==> src/rtl/asoi_pkg.sv <==
// ----------------------------------------------------------------------------
// asoi_pkg
// Shared types and constants for the adaptive span output interpolator.
// ----------------------------------------------------------------------------
`default_nettype none

package asoi_pkg;

  localparam int NUM_CH = 8;

  localparam int CMD_W  = 2;
  localparam int TIME_W = 32;
  localparam int CH_W   = 3;
  localparam int LVL_W  = 16;
  localparam int GRP_W  = 2;
  localparam int SLOT_W = 3;
  localparam int TICK_W = 16;
  localparam int MAP_W  = 24;

  // span never exceeds four ticks of at most 16 bits
  localparam int SPAN_W = TICK_W + 2;
  localparam int QUOT_W = LVL_W;
  localparam int PROD_W = QUOT_W + SPAN_W;
  localparam int DIV_STEPS = QUOT_W / 2;

  localparam logic [TICK_W-1:0] TICK_RST = 16'd500;
  localparam logic [MAP_W-1:0]  MAP_RST  = 24'hFAC688;
  localparam logic [SPAN_W-1:0] SPAN_RST = SPAN_W'(TICK_RST - TICK_RST / 16);

  localparam logic [CMD_W-1:0] CMD_STAGE  = 2'd0;
  localparam logic [CMD_W-1:0] CMD_COMMIT = 2'd1;
  localparam logic [CMD_W-1:0] CMD_CHUNK  = 2'd2;

  localparam int CFG_IDX_W = 1;
  localparam logic [CFG_IDX_W-1:0] REG_TICK = 1'd0;
  localparam logic [CFG_IDX_W-1:0] REG_MAP  = 1'd1;

  typedef struct packed {
    logic [CMD_W-1:0]        command;
    logic [TIME_W-1:0]       time_us;
    logic [CH_W-1:0]         channel;
    logic signed [LVL_W-1:0] level;
    logic [GRP_W-1:0]        pair_group;
  } cmd_item_t;

  typedef struct packed {
    logic [SLOT_W-1:0]       dac_slot;
    logic signed [LVL_W-1:0] value;
    logic                    last;
  } res_item_t;

  typedef struct packed {
    logic              go;
    logic [PROD_W-1:0] dividend;
    logic [SPAN_W-1:0] divisor;
  } div_req_t;

  typedef struct packed {
    logic              done;
    logic [QUOT_W-1:0] quot;
  } div_rsp_t;

  typedef enum logic [2:0] {
    ST_IDLE,
    ST_READ,
    ST_CALC,
    ST_MUL,
    ST_DIV,
    ST_FIN,
    ST_SPAN_TGT,
    ST_SPAN_UPD
  } state_t;

endpackage

`default_nettype wire

==> src/rtl/asoi_div.sv <==
// ----------------------------------------------------------------------------
// asoi_div
// Iterative unsigned divider, two quotient bits per cycle. The dividend must
// be below divisor * 2^QUOT_W.
// ----------------------------------------------------------------------------
`default_nettype none

module asoi_div (
  input  wire logic               clk,
  input  wire logic               rst,
  input  wire asoi_pkg::div_req_t req,
  output asoi_pkg::div_rsp_t      rsp
);

  localparam int SW = asoi_pkg::SPAN_W;
  localparam int QW = asoi_pkg::QUOT_W;
  localparam int NW = $clog2(asoi_pkg::DIV_STEPS);

  logic          busy;
  logic          done;
  logic [NW-1:0] cnt;
  logic [SW-1:0] rem;
  logic [QW-1:0] low;
  logic [QW-1:0] quot;

  logic [SW:0]   r1;
  logic [SW:0]   r1s;
  logic [SW:0]   r2;
  logic [SW:0]   r2s;
  logic          b1;
  logic          b2;

  always_comb begin
    r1  = {rem, low[QW-1]};
    b1  = (r1 >= {1'b0, req.divisor});
    r1s = b1 ? (r1 - {1'b0, req.divisor}) : r1;
    r2  = {r1s[SW-1:0], low[QW-2]};
    b2  = (r2 >= {1'b0, req.divisor});
    r2s = b2 ? (r2 - {1'b0, req.divisor}) : r2;
  end

  always_ff @(posedge clk) begin
    if (rst) begin
      busy <= 1'b0;
      done <= 1'b0;
      cnt  <= '0;
    end else begin
      done <= 1'b0;
      if (req.go) begin
        busy <= 1'b1;
        cnt  <= '0;
      end else if (busy) begin
        cnt <= cnt + 1'b1;
        if (cnt == NW'(asoi_pkg::DIV_STEPS - 1)) begin
          busy <= 1'b0;
          done <= 1'b1;
        end
      end
    end
  end

  always_ff @(posedge clk) begin
    if (req.go) begin
      rem <= req.dividend[asoi_pkg::PROD_W-1:QW];
      low <= req.dividend[QW-1:0];
    end else if (busy) begin
      rem  <= r2s[SW-1:0];
      low  <= {low[QW-3:0], 2'b00};
      quot <= {quot[QW-3:0], b1, b2};
    end
  end

  assign rsp.done = done;
  assign rsp.quot = quot;

endmodule

`default_nettype wire

==> src/rtl/adaptive_span_output_interpolator_top.sv <==
// ----------------------------------------------------------------------------
// adaptive_span_output_interpolator_top
// Per-channel linear ramps between engine ticks, read out per DAC slot pair.
// ----------------------------------------------------------------------------
// One item at a time. A commit or a chunk walks the channels one by one,
// reading the level memory (a commit writes each channel back): a channel
// whose ramp is complete (or a chunk channel outside the pair) goes through
// read, calc and finish (read only when skipped); a channel inside its ramp
// adds the multiply and divide states for one 16x18 multiply and the
// two-bit-per-cycle divider. A commit adds the span target and span update
// states; a chunk may stall in finish on the result port. A result beat
// waits in the output register while the next channel is being worked.
// ----------------------------------------------------------------------------
`default_nettype none

module adaptive_span_output_interpolator_top #(
  parameter int NUM_CHANNELS = asoi_pkg::NUM_CH
) (
  input  wire logic                               clk,
  input  wire logic                               rst,
  input  wire logic                               cmd_valid,
  output logic                                    cmd_stall,
  input  wire asoi_pkg::cmd_item_t                cmd,
  output logic                                    res_valid,
  input  wire logic                               res_stall,
  output asoi_pkg::res_item_t                     res,
  input  wire logic                               cfg_valid,
  output logic                                    cfg_ready,
  input  wire logic [asoi_pkg::CFG_IDX_W-1:0]     cfg_index,
  input  wire logic [asoi_pkg::MAP_W-1:0]         cfg_data
);

  localparam int CW = (NUM_CHANNELS > 1) ? $clog2(NUM_CHANNELS) : 1;
  localparam int LW = asoi_pkg::LVL_W;
  localparam int SW = asoi_pkg::SPAN_W;
  localparam int TW = asoi_pkg::TIME_W;
  localparam int KW = asoi_pkg::TICK_W;
  localparam int PW = asoi_pkg::PROD_W;
  localparam int ZW = asoi_pkg::SLOT_W;

  asoi_pkg::state_t state;
  asoi_pkg::state_t state_next;

  logic [KW-1:0]                 tick;
  logic [asoi_pkg::MAP_W-1:0]    dac_map;
  logic [SW-1:0]                 span;
  logic [SW-1:0]                 span_adj_next;
  logic [TW-1:0]                 origin;
  logic                          started;
  logic [CW-1:0]                 ch_cnt;
  logic [NUM_CHANNELS-1:0]       vld_a;
  logic [NUM_CHANNELS-1:0]       vld_b;

  logic [2*LW-1:0]               mem_a [NUM_CHANNELS];
  logic [LW-1:0]                 mem_b [NUM_CHANNELS];
  logic [2*LW-1:0]               rd_a;
  logic [LW-1:0]                 rd_b;
  logic                          rd_a_ok;
  logic                          rd_b_ok;

  logic [TW-1:0]                 now_r;
  logic [TW-1:0]                 seen_r;
  logic [SW-1:0]                 el_r;
  logic                          full_r;
  logic                          chunk_r;
  logic [NUM_CHANNELS-1:0]       mask_r;
  logic [PW-1:0]                 prod_r;
  logic                          neg_r;
  logic [LW-1:0]                 slev_r;
  logic [LW-1:0]                 tlev_r;
  logic [LW-1:0]                 stg_r;
  logic [SW-1:0]                 tgt_r;

  logic                          accept;
  logic                          ch_ok;
  logic                          wr_a;
  logic                          wr_b;
  logic                          res_free;
  logic                          fin_go;
  logic                          res_load;
  logic                          skip;
  logic                          adv;
  logic                          last_ch;
  logic                          span_upd;

  logic [TW-1:0]                 seen_c;
  logic                          seen_ge;
  logic [NUM_CHANNELS-1:0]       mask_c;
  logic [LW-1:0]                 slev_c;
  logic [LW-1:0]                 tlev_c;
  logic signed [LW:0]            diff_c;
  logic [LW:0]                   mag_c;
  logic signed [LW:0]            sq_c;
  logic signed [LW:0]            val_c;
  logic [NUM_CHANNELS-1:0]       rest_c;
  logic                          last_res;
  logic [TW-1:0]                 tgt32_c;
  logic [TW-1:0]                 lo_c;
  logic [TW-1:0]                 hi_c;
  logic [KW-1:0]                 dflt_c;
  logic [SW-1:0]                 tgt_c;
  logic [SW-1:0]                 gap_c;
  logic [SW:0]                   inc_c;

  asoi_pkg::div_req_t            div_req;
  asoi_pkg::div_rsp_t            div_rsp;

  asoi_div u_div (
    .clk (clk),
    .rst (rst),
    .req (div_req),
    .rsp (div_rsp)
  );

  // accept-time decode
  always_comb begin
    seen_c  = cmd.time_us - origin;
    seen_ge = (seen_c >= TW'(span));
    ch_ok   = ({1'b0, cmd.channel} < (asoi_pkg::CH_W + 1)'(NUM_CHANNELS));
    for (int c = 0; c < NUM_CHANNELS; c++) begin
      mask_c[c] = (dac_map[ZW*c+1 +: 2] == cmd.pair_group);
    end
  end

  // per-channel datapath
  always_comb begin
    slev_c   = rd_a_ok ? rd_a[2*LW-1:LW] : '0;
    tlev_c   = rd_a_ok ? rd_a[LW-1:0] : '0;
    diff_c   = $signed({tlev_c[LW-1], tlev_c}) - $signed({slev_c[LW-1], slev_c});
    mag_c    = diff_c[LW] ? (LW+1)'(-diff_c) : diff_c;
    sq_c     = neg_r ? -$signed({1'b0, div_rsp.quot}) : $signed({1'b0, div_rsp.quot});
    val_c    = full_r ? $signed({tlev_r[LW-1], tlev_r})
                      : $signed({slev_r[LW-1], slev_r}) + sq_c;
    rest_c   = mask_r >> ch_cnt;
    last_res = ((rest_c >> 1) == '0);
    last_ch  = (ch_cnt == CW'(NUM_CHANNELS - 1));
  end

  // span adaptation
  always_comb begin
    tgt32_c = seen_r - (seen_r >> 4);
    lo_c    = TW'(tick >> 2);
    hi_c    = TW'(tick) << 2;
    dflt_c  = tick - (tick >> 4);
    if (!started) begin
      tgt_c = SW'(dflt_c);
    end else if (tgt32_c < lo_c) begin
      tgt_c = lo_c[SW-1:0];
    end else if (tgt32_c > hi_c) begin
      tgt_c = hi_c[SW-1:0];
    end else begin
      tgt_c = tgt32_c[SW-1:0];
    end
    gap_c = tgt_r - span;
    inc_c = {1'b0, span} + (SW+1)'(gap_c >> 6) + 1'b1;
    if (tgt_r > span) begin
      span_adj_next = (inc_c > {1'b0, tgt_r}) ? tgt_r : inc_c[SW-1:0];
    end else begin
      span_adj_next = tgt_r;
    end
  end

  // next state
  always_comb begin
    state_next = state;
    case (state)
      asoi_pkg::ST_IDLE: begin
        if (accept) begin
          case (cmd.command)
            asoi_pkg::CMD_COMMIT, asoi_pkg::CMD_CHUNK: state_next = asoi_pkg::ST_READ;
            default: state_next = asoi_pkg::ST_IDLE;
          endcase
        end
      end
      asoi_pkg::ST_READ: begin
        if (skip) begin
          state_next = last_ch ? asoi_pkg::ST_IDLE : asoi_pkg::ST_READ;
        end else begin
          state_next = asoi_pkg::ST_CALC;
        end
      end
      asoi_pkg::ST_CALC: state_next = full_r ? asoi_pkg::ST_FIN : asoi_pkg::ST_MUL;
      asoi_pkg::ST_MUL:  state_next = asoi_pkg::ST_DIV;
      asoi_pkg::ST_DIV: begin
        if (div_rsp.done) begin
          state_next = asoi_pkg::ST_FIN;
        end
      end
      asoi_pkg::ST_FIN: begin
        if (fin_go) begin
          if (!last_ch) begin
            state_next = asoi_pkg::ST_READ;
          end else begin
            state_next = chunk_r ? asoi_pkg::ST_IDLE : asoi_pkg::ST_SPAN_TGT;
          end
        end
      end
      asoi_pkg::ST_SPAN_TGT: state_next = asoi_pkg::ST_SPAN_UPD;
      asoi_pkg::ST_SPAN_UPD: state_next = asoi_pkg::ST_IDLE;
      default: state_next = asoi_pkg::ST_IDLE;
    endcase
  end

  // control outputs
  always_comb begin
    cmd_stall        = (state != asoi_pkg::ST_IDLE);
    cfg_ready        = 1'b1;
    accept           = cmd_valid && !cmd_stall;
    wr_b             = accept && (cmd.command == asoi_pkg::CMD_STAGE) && ch_ok;
    res_free         = !res_valid || !res_stall;
    fin_go           = (state == asoi_pkg::ST_FIN) && (!chunk_r || res_free);
    wr_a             = fin_go && !chunk_r;
    res_load         = fin_go && chunk_r;
    skip             = (state == asoi_pkg::ST_READ) && chunk_r && !mask_r[ch_cnt];
    adv              = (skip || fin_go) && !last_ch;
    span_upd         = (state == asoi_pkg::ST_SPAN_UPD);
    div_req.go       = (state == asoi_pkg::ST_MUL);
    div_req.dividend = prod_r;
    div_req.divisor  = span;
  end

  always_ff @(posedge clk) begin
    if (rst) begin
      state     <= asoi_pkg::ST_IDLE;
      ch_cnt    <= '0;
      tick      <= asoi_pkg::TICK_RST;
      dac_map   <= asoi_pkg::MAP_RST;
      span      <= asoi_pkg::SPAN_RST;
      origin    <= '0;
      started   <= 1'b0;
      vld_a     <= '0;
      vld_b     <= '0;
      res_valid <= 1'b0;
    end else begin
      state <= state_next;
      if (cfg_valid && cfg_ready) begin
        case (cfg_index)
          asoi_pkg::REG_TICK: tick    <= cfg_data[KW-1:0];
          asoi_pkg::REG_MAP:  dac_map <= cfg_data;
          default: ;
        endcase
      end
      if (accept) begin
        ch_cnt <= '0;
      end else if (adv) begin
        ch_cnt <= ch_cnt + 1'b1;
      end
      if (wr_a) begin
        vld_a[ch_cnt] <= 1'b1;
      end
      if (wr_b) begin
        vld_b[cmd.channel[CW-1:0]] <= 1'b1;
      end
      if (res_load) begin
        res_valid <= 1'b1;
      end else if (!res_stall) begin
        res_valid <= 1'b0;
      end
      if (span_upd) begin
        span    <= span_adj_next;
        origin  <= now_r;
        started <= 1'b1;
      end
    end
  end

  // level memories: {start, target} and staged
  always_ff @(posedge clk) begin
    if (wr_a) begin
      mem_a[ch_cnt] <= {val_c[LW-1:0], stg_r};
    end
    if (wr_b) begin
      mem_b[cmd.channel[CW-1:0]] <= cmd.level;
    end
    rd_a    <= mem_a[ch_cnt];
    rd_b    <= mem_b[ch_cnt];
    rd_a_ok <= vld_a[ch_cnt];
    rd_b_ok <= vld_b[ch_cnt];
  end

  always_ff @(posedge clk) begin
    if (accept) begin
      now_r   <= cmd.time_us;
      seen_r  <= seen_c;
      el_r    <= seen_ge ? span : seen_c[SW-1:0];
      full_r  <= seen_ge || ((cmd.command == asoi_pkg::CMD_COMMIT) && !started);
      chunk_r <= (cmd.command == asoi_pkg::CMD_CHUNK);
      mask_r  <= mask_c;
    end
    if (state == asoi_pkg::ST_CALC) begin
      prod_r <= PW'(mag_c[LW-1:0]) * PW'(el_r);
      neg_r  <= diff_c[LW];
      slev_r <= slev_c;
      tlev_r <= tlev_c;
      stg_r  <= rd_b_ok ? rd_b : '0;
    end
    if (state == asoi_pkg::ST_SPAN_TGT) begin
      tgt_r <= tgt_c;
    end
    if (res_load) begin
      res.dac_slot <= dac_map[ZW*ch_cnt +: ZW];
      res.value    <= val_c[LW-1:0];
      res.last     <= last_res;
    end
  end

  // divider completes only while the sequencer waits on it
  assert property (@(posedge clk) disable iff (rst)
    div_rsp.done |-> (state == asoi_pkg::ST_DIV))
    else $error("divider result outside divide wait");

  // a new result beat only comes out of a chunk channel finish
  assert property (@(posedge clk) disable iff (rst)
    $rose(res_valid) |-> ($past(state) == asoi_pkg::ST_FIN) && $past(chunk_r))
    else $error("result beat without chunk finish");

  // a finished commit always leaves the ramp started
  assert property (@(posedge clk) disable iff (rst)
    (state == asoi_pkg::ST_SPAN_UPD) |=> started && (state == asoi_pkg::ST_IDLE))
    else $error("commit did not complete span update");

  // level memory written only by a commit pass
  assert property (@(posedge clk) disable iff (rst)
    wr_a |-> !chunk_r && (ch_cnt <= CW'(NUM_CHANNELS - 1)))
    else $error("level memory written outside commit");

endmodule

`default_nettype wire
==> config.mk <==
export PLATFORM = sky130hd
export DESIGN_NAME = adaptive_span_output_interpolator_top
export DESIGN_NICKNAME = d
export VERILOG_FILES = /design/src/rtl/asoi_pkg.sv /design/src/rtl/asoi_div.sv /design/src/rtl/adaptive_span_output_interpolator_top.sv
export SDC_FILE = /design/constraint.sdc
export NUM_CORES = 2
export LEC_CHECK = 0
export ABC_AREA = 1
export BUFFER_PORTS_ARGS = -buffer_cell sky130_fd_sc_hd__buf_2
export CORE_ASPECT_RATIO = 1.75
export CORE_MARGIN = 5
export CORE_UTILIZATION = 29
export CTS_CLUSTER_DIAMETER = 60
export DETAILED_ROUTE_END_ITERATION = 12
export PLACE_DENSITY = 0.49
export SETUP_SLACK_MARGIN = 0.05
export SYNTH_ARGS = -nofsm -noshare
export SYNTH_HDL_FRONTEND = slang
export SYNTH_HIERARCHICAL = 1
export SYNTH_SLANG_ARGS = --single-unit
==> constraint.sdc <==
create_clock -name clk -period 10 [get_ports clk]
set_clock_uncertainty 0.1 [all_clocks]
set_input_delay 2 -clock clk [delete_from_list [all_inputs] [get_ports clk]]
set_output_delay 2 -clock clk [all_outputs]
set_load 0.03 [all_outputs]
==> flow_summary.yaml <==
outcome:
  status: "complete, no violations"
setup_path:
  slowest_stage: "fa_1"
  crit_fanout: 31
  r2r_cells: 37
  cp_num_buf_inv: 4
  cp-endpoint: "prod_r[33]$_DFFE_PN_"
  r2r_start: "rd_a_ok$_DFF_P_"
  path_depth: 37
  max_stage_delay_ps: 540
  worstSetupEndpointType: "flip-flop"
  r2r-end: "prod_r[33]$_DFFE_PN_"
  cp_top_family: "adder cells"
  cp.required_ps: 10320
  path_common_cell: "nand2_1"
  worstSetupPathType: "reg2reg"
  cp-startpoint: "rd_a_ok$_DFF_P_"
  r2r_slack_ps: 960
  critPathArrivalTime_ps: 9350
  critPathLaunchType: "flip-flop"
final_layout:
  area_growth_pct: 12.2
  finalNetCount: 6438
  layout_commonest_cell: "nand2_1"
  final_cell_mix: "1294 x nand2_1, 845 x inv_1, 647 x edfxtp_1"
  drive_gt1_share_pct: 8.31
global_routing:
  overflow: 0
  antenna_found_initial: 9
  grt_first_pass_wirelength_um: 258000
  grtUsageTotal_pct: 18.2
  first_global_vias: 41100
  grt_max_degree: 79
timing:
  final.setup.worst_slack_ps: 965
  hold_viol: 0
  hold_slack_ps: 342
  setup_viol: 0
  max_freq_mhz: 111
  max_slew_margin_pct: 24.4
  tightest_slew_ps: 1130
  finalCritPeriodShare_pct: 90.4
  rsz0062_at_grt: "no"
  slew_violations: 0
  min_period_ps: 9040
  timing.setup.tns_ps: 0
synthesis:
  yosys_most_used_dff: "edfxtp_1"
  synth_cell_types: 66
  postSynth.asyncResetShare_pct: 0
  synth_nets: 6329
  yosysWarnings: 6
  synthesis.area_mm2: 0.0519
  netlist_instances: 5667
  synth_edf_count: 647
  avgSynthCellArea_um2: 9.15
  yosysSeqAreaShare_pct: 44.0
  ys_seq_elements: 816
clocking:
  cts-resized-gates: 0
  h-tree-depth: 3
  clockBufferDepth: 3
  cts_hold_buf: 0
  clk_latency_ps: 700
  post_cts_buffers: 0
  cts.clk_slew.worst_paths_ps: 70
  clock-sinks: 816
  cts_root_buf: "clkbuf_16"
  numCtsBuffers: 82
  tritoncts: "built"
place:
  io_buffer_count: 106
  place_ws_ps: 955
  place.gp.congestion: 0.982
  hpwl_um: 135000
routing:
  ant_nets: 0
  dr.pass1.iters: 6
  drc: 0
  wl_um: 174000
  drt_iter0_drc: 2503
  wire_per_inst_um: 21.2
  num_vias: 39700
  via_per_inst: 4.82
floorplanning:
  boundaryPins: 108
  die_y_um: 569
  die_x_um: 330
  die_area_mm2: 0.188
  rows: 205
  core_area_mm2: 0.178
  start_util_pct: 29.1
hold_path:
  hold_path_class: "reg2reg"
flow_run:
  maxCapViolCount: 0
how the worst min path moves through the flow:
stage	from	to	slack (ps)	depth (start not counted)
6_report	mem_a[1][29]$_DFFE_PP_	rd_a[29]$_DFF_P_	340	2
5_1_grt	mem_a[7][16]$_DFFE_PP_	rd_a[16]$_DFF_P_	380	2
4_1_cts	mem_a[1][29]$_DFFE_PP_	rd_a[29]$_DFF_P_	340	2
3_5_place_dp	dac_map[12]$_SDFFE_PP0P_	dac_map[12]$_SDFFE_PP0P_	350	2
3_3_place_gp	dac_map[12]$_SDFFE_PP0P_	dac_map[12]$_SDFFE_PP0P_	340	2
2_1_floorplan	u_div/quot[1]$_DFFE_PP_	u_div/quot[3]$_DFFE_PP_	330	0
final cells by class:
cell class	instances	area (um2)
clock inverter	44	489
antenna	6	15.0
inverter	875	3290
fill	18600	120000
sequential	816	22800
tap	2380	2980
multi-input combinational	3825	25200
timing repair buffer	176	1060
clock buffer	110	2350
tightest hold or removal path, stage by stage, from the launching register on:
cell and delay [ps]:
edfxtp_1 320, nand2_1 50, nand4_1 70
cells in the mapped netlist (58+ instances only):
library cell | number | area share [%]
nand3_1 | 226 | 2.2
a221oi_1 | 58 | 0.98
xor2_1 | 111 | 1.9
nor2_1 | 416 | 3.0
o21ai_0 | 203 | 2.0
dfxtp_1 | 169 | 6.5
ha_1 | 347 | 8.4
fa_1 | 230 | 8.9
inv_1 | 847 | 6.1
a21oi_1 | 356 | 3.4
nand2_1 | 1294 | 9.4
clkbuf_1 | 104 | 0.75
edfxtp_1 | 647 | 37
nand4_1 | 139 | 1.7
layer usage:
metal | wire length [um] | up-vias | track usage, %
met5 | 27 | - | 0
met2 | 94500 | 912 | 35.5
met3 | 6080 | 347 | 2.12
li1 | - | 19100 | -
met4 | 9720 | 4 | 8.77
met1 | 63800 | 19300 | 19.0
registers in the layout, indices dropped and copies added (netlist names), 18 cells and up:
register	cells
rd_a	32
span	18
origin	32
prod_r	34
now_r	32
dac_map	24
seen_r	32
mem_b	128
tgt_r	18
el_r	18
u_div/rem	18
mem_a	256
res	20
kinds of logic after synthesis:
| group | after synthesis | synth area share (%) |
|---|---|---|
| compound gates | 823 | 9.36 |
| xor+xnor | 158 | 2.72 |
| fa+ha+maj | 577 | 17.2 |
| buf+inv | 1026 | 7.74 |
| flops | 816 | 44.0 |
| other cells | 1 | 0.00723 |
| simple gates | 2266 | 18.9 |
metrics by stage:
step / instances / util [%] / instance area, um2
after detailed placement: 8072 / 31.1 / 55300
after CTS: 8226 / 32.7 / 58200
final: 8232 / 32.7 / 58200
after global routing: 8227 / 32.7 / 58200
after floorplan: 5667 / - / 51900
after global placement: 8072 / 31.1 / 55300
Power is not shown: default switching activity piles up to over one toggle a cycle in this logic, so the estimate is an artifact.
